--- src/hw/rtl/assert_macros.svh ---
// ---------------------------------------------------------------------------
// assert_macros.svh
// Concurrent assertion shorthands for the RTL.
// ---------------------------------------------------------------------------
`ifndef ASSERT_MACROS_SVH
`define ASSERT_MACROS_SVH

// Clocked check, disabled while reset is asserted.
`define ASSERT_CLK(lbl, clk, rst_n, prop, msg) \
	lbl: assert property (@(posedge clk) disable iff (!rst_n) prop) else $error(msg);

// Clocked check that also holds across reset.
`define ASSERT_ALWAYS(lbl, clk, prop, msg) \
	lbl: assert property (@(posedge clk) prop) else $error(msg);

`endif

--- src/hw/rtl/qft_pkg.sv ---
// ---------------------------------------------------------------------------
// qft_pkg
// Types, character codes and helpers for the quoted field tokenizer.
// ---------------------------------------------------------------------------
package qft_pkg;

	typedef enum logic [2:0] {
		PH_IDLE,
		PH_SKIP,
		PH_SEEK,
		PH_WORD,
		PH_QUOTE
	} phase_t;

	localparam logic [7:0] CH_NUL   = 8'h00;
	localparam logic [7:0] CH_TAB   = 8'h09;
	localparam logic [7:0] CH_LF    = 8'h0A;
	localparam logic [7:0] CH_VT    = 8'h0B;
	localparam logic [7:0] CH_SPACE = 8'h20;
	localparam logic [7:0] CH_QUOTE = 8'h22;

	localparam logic [1:0] END_NUL   = 2'd0;
	localparam logic [1:0] END_LF    = 2'd1;
	localparam logic [1:0] END_LIMIT = 2'd2;

	localparam logic CFG_FIELD_LIMIT = 1'b0;
	localparam logic CFG_SKIP_LINE   = 1'b1;

	localparam logic [7:0] FIELD_LIMIT_RST = 8'd64;
	localparam logic [7:0] MAX_FIELD_LIMIT = 8'd255;
	localparam logic [7:0] FIELD_COUNT_MAX = 8'hFF;

	typedef struct packed {
		logic [7:0] field_limit;
		logic       skip_first_line;
	} cfg_t;

	typedef struct packed {
		logic [7:0] data_byte;
		logic       start_scan;
	} in_item_t;

	typedef struct packed {
		logic        field_done;
		logic [7:0]  field_index;
		logic [15:0] field_start;
		logic [15:0] field_length;
		logic        scan_end;
		logic [1:0]  end_kind;
		logic [15:0] end_offset;
		logic [7:0]  field_count;
	} result_t;

	function automatic logic is_sep(input logic [7:0] c);
		return (c == CH_SPACE) || (c == CH_TAB) || (c == CH_VT);
	endfunction

	// Clamp an offset of up to 32 bits to the 16-bit result fields.
	function automatic logic [15:0] out16(input logic [31:0] v);
		return (|v[31:16]) ? 16'hFFFF : v[15:0];
	endfunction

endpackage

--- src/hw/rtl/qft_in_stage.sv ---
// ---------------------------------------------------------------------------
// qft_in_stage
// Input register of the tokenizer: captures one byte transfer per cycle while in_ready is high.
// ---------------------------------------------------------------------------
module qft_in_stage (
	input  logic              clk,
	input  logic              arst_n,
	input  logic              in_valid,
	output logic              in_ready,
	input  qft_pkg::in_item_t in_item,
	input  logic              advance,
	output logic              valid_s1,
	output qft_pkg::in_item_t item_s1
);
	import qft_pkg::*;

	// Take a new byte when empty or when the held one moves on this cycle.
	assign in_ready = !valid_s1 || advance;

	always_ff @(posedge clk or negedge arst_n) begin
		if (!arst_n) begin
			valid_s1 <= 1'b0;
		end else if (in_ready) begin
			valid_s1 <= in_valid;
		end
	end

	always_ff @(posedge clk) begin
		if (in_valid && in_ready) begin
			item_s1 <= in_item;
		end
	end

endmodule

--- src/hw/rtl/qft_parser.sv ---
// ---------------------------------------------------------------------------
// qft_parser
// Scan state and per-byte field logic; yields at most one result per byte.
// ---------------------------------------------------------------------------
module qft_parser #(
	parameter int OFFSET_BITS = 16
) (
	input  logic              clk,
	input  logic              arst_n,
	input  qft_pkg::cfg_t     cfg,
	input  logic              valid_s1,
	input  qft_pkg::in_item_t item_s1,
	input  logic              advance,
	output logic              res_valid,
	output qft_pkg::result_t  res
);
	import qft_pkg::*;

	phase_t                 phase_q, ph_e, ph_n;
	logic [7:0]             ff_q, ff_e, ff_n;
	logic [OFFSET_BITS-1:0] cs_q, cs_e, cs_n;
	logic [OFFSET_BITS-1:0] cl_q, cl_e, cl_n;
	logic [OFFSET_BITS-1:0] pos_q, pos, pos_n;
	logic [OFFSET_BITS-1:0] eoff;
	logic [7:0]             c;
	logic [7:0]             lim;
	logic                   done, ended, closer;
	logic [1:0]             kind;

	function automatic logic [OFFSET_BITS-1:0] sat_inc(input logic [OFFSET_BITS-1:0] v);
		return (&v) ? v : v + OFFSET_BITS'(1);
	endfunction

	assign c = item_s1.data_byte;

	always_comb begin
		lim = (cfg.field_limit == 8'd0) ? 8'd1 : cfg.field_limit;
		if (lim > MAX_FIELD_LIMIT) begin
			lim = MAX_FIELD_LIMIT;
		end
	end

	always_comb begin
		ph_e = phase_q;
		ff_e = ff_q;
		cs_e = cs_q;
		cl_e = cl_q;
		pos  = pos_q;
		// A start byte drops any scan in progress and counts as offset 0.
		if (item_s1.start_scan) begin
			ph_e = cfg.skip_first_line ? PH_SKIP : PH_SEEK;
			ff_e = '0;
			cs_e = '0;
			cl_e = '0;
			pos  = '0;
		end

		ph_n   = ph_e;
		ff_n   = ff_e;
		cs_n   = cs_e;
		cl_n   = cl_e;
		done   = 1'b0;
		ended  = 1'b0;
		kind   = END_NUL;
		eoff   = pos;
		closer = (ph_e == PH_WORD) ? is_sep(c) : (c == CH_QUOTE);

		unique case (ph_e)
			PH_IDLE: begin
			end
			PH_SKIP: begin
				if (c == CH_NUL) begin
					ended = 1'b1;
				end else if (c == CH_LF) begin
					ph_n = PH_SEEK;
				end
			end
			PH_SEEK: begin
				if (c == CH_NUL) begin
					ended = 1'b1;
				end else if (c == CH_LF) begin
					ended = 1'b1;
					kind  = END_LF;
				end else if (!is_sep(c)) begin
					if (ff_e != FIELD_COUNT_MAX) begin
						ff_n = ff_e + 8'd1;
					end
					if (c == CH_QUOTE) begin
						cs_n = sat_inc(pos);
						cl_n = '0;
						ph_n = PH_QUOTE;
					end else begin
						cs_n = pos;
						cl_n = OFFSET_BITS'(1);
						ph_n = PH_WORD;
					end
				end
			end
			PH_WORD, PH_QUOTE: begin
				if (c == CH_NUL || c == CH_LF) begin
					// Line end closes the open field and the scan together.
					done  = 1'b1;
					ended = 1'b1;
					kind  = (c == CH_NUL) ? END_NUL : END_LF;
				end else if (closer) begin
					done = 1'b1;
					if (ff_e >= lim) begin
						ended = 1'b1;
						kind  = END_LIMIT;
						eoff  = sat_inc(pos);
					end else begin
						ph_n = PH_SEEK;
					end
				end else begin
					cl_n = sat_inc(cl_e);
				end
			end
			default: begin
				ph_n = PH_IDLE;
			end
		endcase

		pos_n = (ph_e != PH_IDLE) ? sat_inc(pos) : pos;
		if (ended) begin
			ph_n = PH_IDLE;
		end
	end

	always_comb begin
		res_valid        = valid_s1 && (done || ended);
		res.field_done   = done;
		res.field_index  = done ? 8'(ff_n - 8'd1) : 8'd0;
		res.field_start  = done ? out16(32'(cs_n)) : 16'd0;
		res.field_length = done ? out16(32'(cl_n)) : 16'd0;
		res.scan_end     = ended;
		res.end_kind     = ended ? kind : END_NUL;
		res.end_offset   = ended ? out16(32'(eoff)) : 16'd0;
		res.field_count  = ended ? ff_n : 8'd0;
	end

	always_ff @(posedge clk or negedge arst_n) begin
		if (!arst_n) begin
			phase_q <= PH_IDLE;
			ff_q    <= '0;
			cs_q    <= '0;
			cl_q    <= '0;
			pos_q   <= '0;
		end else if (valid_s1 && advance) begin
			phase_q <= ph_n;
			ff_q    <= ff_n;
			cs_q    <= cs_n;
			cl_q    <= cl_n;
			pos_q   <= pos_n;
		end
	end

endmodule

--- src/hw/rtl/qft_out_stage.sv ---
// ---------------------------------------------------------------------------
// qft_out_stage
// Result register: holds one result until the receiver takes it.
// ---------------------------------------------------------------------------
module qft_out_stage (
	input  logic             clk,
	input  logic             arst_n,
	input  logic             res_valid,
	input  qft_pkg::result_t res,
	output logic             advance,
	output logic             out_valid,
	input  logic             out_ready,
	output qft_pkg::result_t res_q
);
	import qft_pkg::*;

	// The stage may move when the register is empty or drains this cycle.
	assign advance = !out_valid || out_ready;

	always_ff @(posedge clk or negedge arst_n) begin
		if (!arst_n) begin
			out_valid <= 1'b0;
		end else if (advance) begin
			out_valid <= res_valid;
		end
	end

	always_ff @(posedge clk) begin
		if (advance && res_valid) begin
			res_q <= res;
		end
	end

endmodule

--- src/hw/rtl/quoted_field_tokenizer.sv ---
// ---------------------------------------------------------------------------
// quoted_field_tokenizer
// Splits a byte stream into blank-separated, optionally quoted fields.
// ---------------------------------------------------------------------------
// Usage:
//   Bytes arrive on the s_axis channel, one per transfer; s_axis_tuser marks
//   the first byte of a scan. Bytes outside a scan are dropped silently.
//   Each completed field and each scan end produces one m_axis transfer;
//   m_axis_tlast flags the transfer that ends the scan, and a byte that both
//   closes a field and ends the scan gives a single transfer carrying both.
//   Each byte is held in the input register and its result in the result
//   register, from which the result is presented on m_axis.
//   Throughput is one byte per cycle unless the receiver stalls: the scan
//   state updates in one pass between the input and result registers.
//   When the receiver stalls, the result register holds and the input
//   register fills; s_axis_tready drops only while both are full.
//   Reset empties both registers, ends any scan and loads field_limit = 64,
//   skip_first_line = 0. Write cfg_* only while no byte is in flight.
// ---------------------------------------------------------------------------
`include "assert_macros.svh"

module quoted_field_tokenizer #(
	parameter int OFFSET_BITS = 16
) (
	input  logic        clk,
	input  logic        arst_n,
	// configuration write port
	input  logic        cfg_we,
	input  logic        cfg_index,
	input  logic [7:0]  cfg_data,
	// byte input
	input  logic        s_axis_tvalid,
	output logic        s_axis_tready,
	input  logic [7:0]  s_axis_tdata,   // [7:0] data_byte
	input  logic        s_axis_tuser,   // [0] start_scan
	// results
	output logic        m_axis_tvalid,
	input  logic        m_axis_tready,
	output logic [63:0] m_axis_tdata,   // [7:0] field_index, [23:8] field_start,
	                                    // [39:24] field_length, [55:40] end_offset,
	                                    // [63:56] field_count
	output logic [2:0]  m_axis_tuser,   // [0] field_done, [2:1] end_kind
	output logic        m_axis_tlast    // scan_end
);
	import qft_pkg::*;

	cfg_t     cfg_q;
	in_item_t in_item, item_s1;
	result_t  res, res_q;
	logic     valid_s1, res_valid, advance;

	always_ff @(posedge clk or negedge arst_n) begin
		if (!arst_n) begin
			cfg_q.field_limit     <= FIELD_LIMIT_RST;
			cfg_q.skip_first_line <= 1'b0;
		end else if (cfg_we) begin
			unique case (cfg_index)
				CFG_FIELD_LIMIT: cfg_q.field_limit     <= cfg_data;
				CFG_SKIP_LINE:   cfg_q.skip_first_line <= cfg_data[0];
				default: begin
				end
			endcase
		end
	end

	assign in_item.data_byte  = s_axis_tdata;
	assign in_item.start_scan = s_axis_tuser;

	qft_in_stage u_in (
		.clk      (clk),
		.arst_n   (arst_n),
		.in_valid (s_axis_tvalid),
		.in_ready (s_axis_tready),
		.in_item  (in_item),
		.advance  (advance),
		.valid_s1 (valid_s1),
		.item_s1  (item_s1)
	);

	qft_parser #(
		.OFFSET_BITS (OFFSET_BITS)
	) u_parser (
		.clk       (clk),
		.arst_n    (arst_n),
		.cfg       (cfg_q),
		.valid_s1  (valid_s1),
		.item_s1   (item_s1),
		.advance   (advance),
		.res_valid (res_valid),
		.res       (res)
	);

	qft_out_stage u_out (
		.clk       (clk),
		.arst_n    (arst_n),
		.res_valid (res_valid),
		.res       (res),
		.advance   (advance),
		.out_valid (m_axis_tvalid),
		.out_ready (m_axis_tready),
		.res_q     (res_q)
	);

	assign m_axis_tdata = {res_q.field_count, res_q.end_offset, res_q.field_length,
	                       res_q.field_start, res_q.field_index};
	assign m_axis_tuser = {res_q.end_kind, res_q.field_done};
	assign m_axis_tlast = res_q.scan_end;

	`ASSERT_CLK(a_result_not_empty, clk, arst_n,
		m_axis_tvalid |-> (m_axis_tuser[0] || m_axis_tlast),
		"result carries neither a field nor a scan end")

	`ASSERT_CLK(a_limit_end_has_field, clk, arst_n,
		(m_axis_tvalid && m_axis_tlast && m_axis_tuser[2:1] == END_LIMIT) |-> m_axis_tuser[0],
		"field limit end without a completed field")

	`ASSERT_CLK(a_backpressure_source, clk, arst_n,
		!s_axis_tready |-> (m_axis_tvalid && !m_axis_tready),
		"input stalled while result register can drain")

endmodule
--- config.mk ---
export PLATFORM = sky130hd
export DESIGN_NAME = quoted_field_tokenizer
export DESIGN_NICKNAME = d
export VERILOG_FILES = /design/src/hw/rtl/qft_pkg.sv /design/src/hw/rtl/qft_in_stage.sv /design/src/hw/rtl/qft_parser.sv /design/src/hw/rtl/qft_out_stage.sv /design/src/hw/rtl/quoted_field_tokenizer.sv
export VERILOG_INCLUDE_DIRS = /design/src /design/src/hw/rtl
export SDC_FILE = /design/constraint.sdc
export NUM_CORES = 1
export LEC_CHECK = 0
export CORE_ASPECT_RATIO = 1.75
export CORE_MARGIN = 5
export CORE_UTILIZATION = 40
export DETAILED_ROUTE_END_ITERATION = 6
export DONT_BUFFER_PORTS = 1
export PLACE_DENSITY_LB_ADDON = 0.3
export SKIP_LAST_GASP = 1
export SLEW_MARGIN = 15
export SYNTH_ARGS = -nofsm -noshare
export SYNTH_HDL_FRONTEND = slang
export SYNTH_HIERARCHICAL = 1
export SYNTH_SLANG_ARGS = --single-unit
--- constraint.sdc ---
create_clock -name clk -period 4.3 [get_ports clk]
set_input_delay 0.43 -clock clk [delete_from_list [all_inputs] [get_ports clk]]
set_output_delay 0.43 -clock clk [all_outputs]
set_load 0.02 [all_outputs]
* Word-level counts from Yosys, hierarchy flattened
Cells that the tools add are included.
Widths: inputs -> output; s select.
** Storage, ports and cells
- Output and inout bits :: 70
- Bits in registers :: 147
- Input bits :: 23
- Logic and storage cells :: 118
** Operators by class
- Equal/unequal tests :: 10
- Muxes and demuxes :: 61
- Reductions and logical operators :: 21
- $add $sub $neg :: 4
- Magnitude comparators :: 2
- Bitwise logic cells :: 1
** Operator list (count)
- $mux 16 :: 20
- $mux 8 :: 8
- $mux 3 :: 11
- $add 16x1->16 const B :: 2
- $pmux 16 s2 :: 1
- $reduce_and 16->1 :: 2
- $eq 8x4->1 const B :: 3
- $eq 8x6->1 const B :: 2
- $logic_not 8->1 :: 2
- $mux 1 :: 13
- $pmux 3 s4 :: 1
- $mux 2 :: 5
- $add 8x1->8 const B :: 1
- $ge 8x8->1 :: 1
- $gt 8x8->1 const B :: 1
- $ne 8x8->1 const B :: 1
- $sub 8x1->8 const B :: 1
- $eq 3x2->1 const B :: 2
- $logic_or 1x1->1 :: 6
- $logic_and 1x1->1 :: 4
- $pmux 2 s2 :: 1
- $reduce_and 2->1 :: 2
- $eq 3x1->1 const B :: 1
- $eq 3x3->1 const B :: 1
- other kinds (6) :: 7

* Logic depth before layout (Yosys ltp)
- Depth after elaboration :: 12
- Depth in mapped cells :: 15
- Depth with buffers taken out :: 11

* Modules after synthesis
The synthesis kept the hierarchy.
** Modules (own cells, without submodules)
- qft_parser :: seq. area each 1476.4 µm², area each 5323.9 µm², cells each 718, instances 1
- qft_out_stage :: seq. area each 2067.0 µm², area each 2095.8 µm², cells each 72, instances 1
- quoted_field_tokenizer :: seq. area each 226.5 µm², area each 386.6 µm², cells each 21, instances 1
- qft_in_stage :: seq. area each 295.3 µm², area each 324.1 µm², cells each 13, instances 1

* Worst setup path after synthesis
Ideal clock, no wire load.
- Path type :: register -> register
- Start :: register u_in/item_s1[0] (netlist name)
- End :: register u_out/res_q[0] (netlist name)
- Clock period less this slack :: 3338 ps
- Required time :: 3922 ps
- Setup slack :: 962 ps
- Cell stages (with the launch flop) :: 14
- Arrival time :: 2960 ps
- Setup time :: 378 ps
- Buffers on the path :: 2
- Cell sequence :: edfxtp_1 buf_4 nor2b_1 inv_1 ha_1 nand2b_1 a2111o_1 a31oi_1 o21ai_1 a21oi_1 or2_1 buf_2 a21boi_1 and2_4
** Between the ends
- Word-level cells in the longest chain between the ends :: 9
- Elaborated cells between the ends (all ways) :: 19
- Those cells by class :: 1 x order compare; 4 x eq/ne; 10 x mux; 4 x reduce/logical
** RTL lines
- $mux 8 or $mux 3 (tied branches) :: line qft_parser.sv:50 : if (item_s1.start_scan) begin
- $ge 8x8->1 or $eq 3x2->1 (tied branches) :: line qft_parser.sv:107, qft_parser.sv:66, qft_parser.sv:68
- $mux 1 (on tied branches) :: line qft_parser.sv:107, qft_parser.sv:66
- $mux 1 :: line qft_parser.sv:105 : end else if (closer) begin
- $mux 1 :: line qft_parser.sv:100 : if (c == CH_NUL || c == CH_LF) begin
- $pmux 1 s3 or $mux 1 (tied branches) :: line qft_parser.sv:68 : unique case (ph_e)
- $logic_or 1x1->1 * :: line qft_parser.sv:130 : res_valid = valid_s1 && (done || ended);
- $logic_and 1x1->1 * :: line qft_parser.sv:130
- net res_valid :: line quoted_field_tokenizer.sv:50 : logic valid_s1, res_valid, advance;
- $logic_and 1x1->1 * :: line qft_out_stage.sv:29 : if (advance && res_valid) begin
The timed path passes the listed nets; every way through them passes the cells marked *.
A chain may end at the register's enable or synchronous reset.

* Worst setup path in the final report
- Start :: register u_in/item_s1[0] (netlist name)
- End :: register u_out/res_q[46] (netlist name)
** Between the ends
- Word-level cells in the longest chain between the ends :: 8
- Elaborated cells between the ends (all ways) :: 19
- Those cells by class :: 1 x add/sub; 3 x eq/ne; 13 x mux; 2 x reduce/logical
** RTL lines
- $mux 16 :: line qft_parser.sv:50
- $add 16x1->16 or $reduce_and 16->1 (tied branches) :: line qft_parser.sv:31 : return (&v) ? v : v + OFFSET_BITS'(1);
- $mux 16 :: line qft_parser.sv:31
- $mux 16 :: line qft_parser.sv:88 : if (c == CH_QUOTE) begin
- $mux 16 :: line qft_parser.sv:84 : end else if (!is_sep(c)) begin
- $mux 16 :: line qft_parser.sv:81 : end else if (c == CH_LF) begin
- $mux 16 :: line qft_parser.sv:79 : if (c == CH_NUL) begin
- $mux 16 :: line qft_parser.sv:68
Several ways; a longest one is shown, not always the timed one.

==> impl_metrics.tcl <==
set metrics [dict create \
    grtUsageTotal 0.209 \
    synth_cells 824 \
    timing.final.crit_share 0.852 \
    ys_seq_elements 147 \
    overflow 0 \
    cap_violations 0 \
    leakage_nw 3.45 \
    synth_top_flop_cell "edfxtp_1" \
    start_util 0.402 \
    fmax_mhz 273 \
    synth_area_per_cell_um2 9.87 \
    dr.first_iter.drc_count 601 \
    path_class "flop to flop" \
    max-vdd-ir-drop_v 0.000292 \
    path_max_fanout 51 \
    finalHoldViolCount 0 \
    cts_resized 0 \
    vias 6533 \
    critPathArrivalTime_ps 3850 \
    cts_tree "done" \
    grt_max_degree 71 \
    numCtsBuffers 17 \
    rsz0062_at_grt "false" \
    p_per_area_nw_per_um2 388 \
    grt_pass1_wl_um 37500 \
    clock_skew_ps 8.38 \
    cts-htree-levels 4 \
    hold_class "input port to flop" \
    area_growth_pct 10.7 \
    io_buffer_count 0 \
    drv_slew 0 \
    min_period_ps 3660 \
    yosysWarnings 6 \
    syn_area_um2 8130 \
    dr.pass1.iters 5 \
    reg2reg_slack_ps 640 \
    synth-edff-count 77 \
    placed_area_um2 8380 \
    clock_path_buffers 2 \
    antenna_found_initial 0 \
    cts.reportedPaths.clkPinSlew_ps 60 \
    gp_congestion 0.925 \
    drc_errors 0 \
    hpwlAfterDp_um 17200 \
    design.core.area_um2 20200 \
    fill_cells 1967 \
    ys_types 81 \
    wl_per_cell_um 22.5 \
    end_kind "flop" \
    io_pins 93 \
    clock-root-buffer "clkbuf_16" \
    syn_nets 859 \
    final_common_cell "nand2_1" \
    tns_ps 0 \
    dieArea_um2 23400 \
    drt_wl_total_um 24100 \
    grt_pass1_vias 6392 \
    die_h_um 199 \
    tightestPinTransition_ps 906 \
    ys_seq_area_frac 0.500 \
    ant_nets 0 \
    vias_per_cell 6.09 \
    die_w_um 118 \
    clock-sinks 147 \
    final_nets 847 \
    rows 69 \
    status "finished, final reports clean" \
    num_antenna_cells 0 \
    cp.required_ps 4480 \
    clk_latency_ps 440 \
    design_area_um2 9000 \
    setup_viol 0 \
    start_kind "flop" \
    layout_common_cells "nand2_1, edfxtp_1, dfrtp_1" \
    drive_gt1_frac 0.104 \
    max_slew_margin 0.396 \
    synthArstFlopShare 0.476 \
]
area by class of cell:
| cell class | instances | area (um^2) | area share |
|---|---|---|---|
| multi-input combinational | 600 | 3740 | 0.415 |
| tap | 248 | 310 | 0.0345 |
| timing repair buffer | 21 | 205 | 0.0228 |
| sequential | 147 | 4070 | 0.452 |
| clock buffer | 19 | 443 | 0.0492 |
| clock inverter | 13 | 148 | 0.0164 |
| inverter | 25 | 93.8 | 0.0104 |
power breakdown:
part	switching [mW]	internal, mW
combinational	0.250	0.149
clock	0.623	0.876
sequential	0.0669	1.53
total	0.940	2.55
repair_timing:
| item | in CTS | in global routing |
|---|---|---|
| hold endpoints to repair | 70 | 0 |
| setup buffers | 0 | 0 |
| setup endpoints to repair | 0 | 0 |
| hold buffers | 2 | 0 |
cells by family after synthesis:
kind of cell               Yosys count  synth area share
muxes                               18            0.0279
AOI/OAI and AO/OA                  221             0.176
buffers and inverters               77            0.0402
and+or+nand+nor                    323             0.210
xor gates and xnor gates            26            0.0280
adders and majority gates           12            0.0185
DFF                                147             0.500
stage by stage:
stage | cells | util | setup slack [ps] | total power, mW | hold slack, ps
final | 1073 | 0.446 | 635 | 3.49 | 80.0
after global placement | 1039 | 0.415 | 666 | 1.99 | 137
after floorplan | 824 | - | 962 | 1.88 | 134
after detailed placement | 1039 | 0.415 | 711 | 1.99 | 137
after CTS | 1073 | 0.446 | 668 | 3.52 | 61.9
after global routing | 1073 | 0.446 | 357 | 3.62 | 59.1
layer usage:
metal	GRT usage	vias up	wire length, um
met3	0.0376	59	882
met1	0.221	3256	8750
met5	0	-	0
li1	-	3002	-
met4	0.116	0	1150
met2	0.388	216	13300
flip-flops by register name, indices dropped and copies added, names as in the netlist:
name              flops
u_parser/cl_q        16
cfg_q                 9
u_out/out_valid       1
u_parser/pos_q       16
u_parser/ff_q         8
u_out/res_q          68
u_in/item_s1          9
u_parser/phase_q      3
u_in/valid_s1         1
u_parser/cs_q        16
path summary, 6_finish.rpt:
kind | startpoint | endpoint | cells past startpoint
setup / recovery | u_in/item_s1[0] | u_out/res_q[46] | 9
hold / removal | s_axis_tdata[4] | u_in/item_s1[5] | 0
setup reg to reg | u_in/item_s1[0] | u_out/res_q[46] | 9
hold reg to reg | u_parser/cs_q[14] | u_parser/cs_q[14] | 2
max in group asynchronous | arst_n | u_parser/cl_q[7] | 2
min in group asynchronous | arst_n | u_in/valid_s1 | 2
cell usage after synthesis, types with 4 or more instances:
| cell | n | area share |
|---|---|---|
| a21o_1 | 11 | 0.010 |
| a21oi_1 | 54 | 0.033 |
| a22o_1 | 4 | 0.0043 |
| a22oi_1 | 13 | 0.012 |
| a311oi_1 | 6 | 0.0065 |
| a31oi_1 | 9 | 0.0069 |
| and2_1 | 4 | 0.0031 |
| and3_1 | 20 | 0.015 |
| buf_1 | 4 | 0.0018 |
| buf_2 | 9 | 0.0055 |
| clkbuf_1 | 34 | 0.016 |
| dfrtp_1 | 69 | 0.21 |
| edfxtp_1 | 77 | 0.28 |
| ha_1 | 12 | 0.018 |
| inv_1 | 25 | 0.012 |
| mux2_2 | 5 | 0.0069 |
| mux2_4 | 8 | 0.015 |
| mux2i_1 | 5 | 0.0062 |
| nand2_1 | 92 | 0.042 |
| nand2b_1 | 9 | 0.0069 |
| nand3_1 | 30 | 0.018 |
| nand3b_1 | 8 | 0.0074 |
| nand4_1 | 11 | 0.0085 |
| nor2_1 | 67 | 0.031 |
| nor2b_1 | 18 | 0.014 |
| nor3_1 | 18 | 0.011 |
| o21ai_0 | 60 | 0.037 |
| o21ai_1 | 6 | 0.0037 |
| o22ai_1 | 10 | 0.0077 |
| o31ai_1 | 14 | 0.013 |
| or3_1 | 8 | 0.0062 |
| xnor2_1 | 17 | 0.018 |
| xor2_1 | 9 | 0.0097 |
critical path, stage by stage, from the launching register on:
cell,delay [ps]
edfxtp_1,570
buf_12,270
nor2b_1,440
ha_1,360
and3_1,360
nand3_1,400
and4_1,420
xor2_1,170
a222oi_1,320
nor2_1,60
Note: power is estimated with default switching activity, not from simulation.
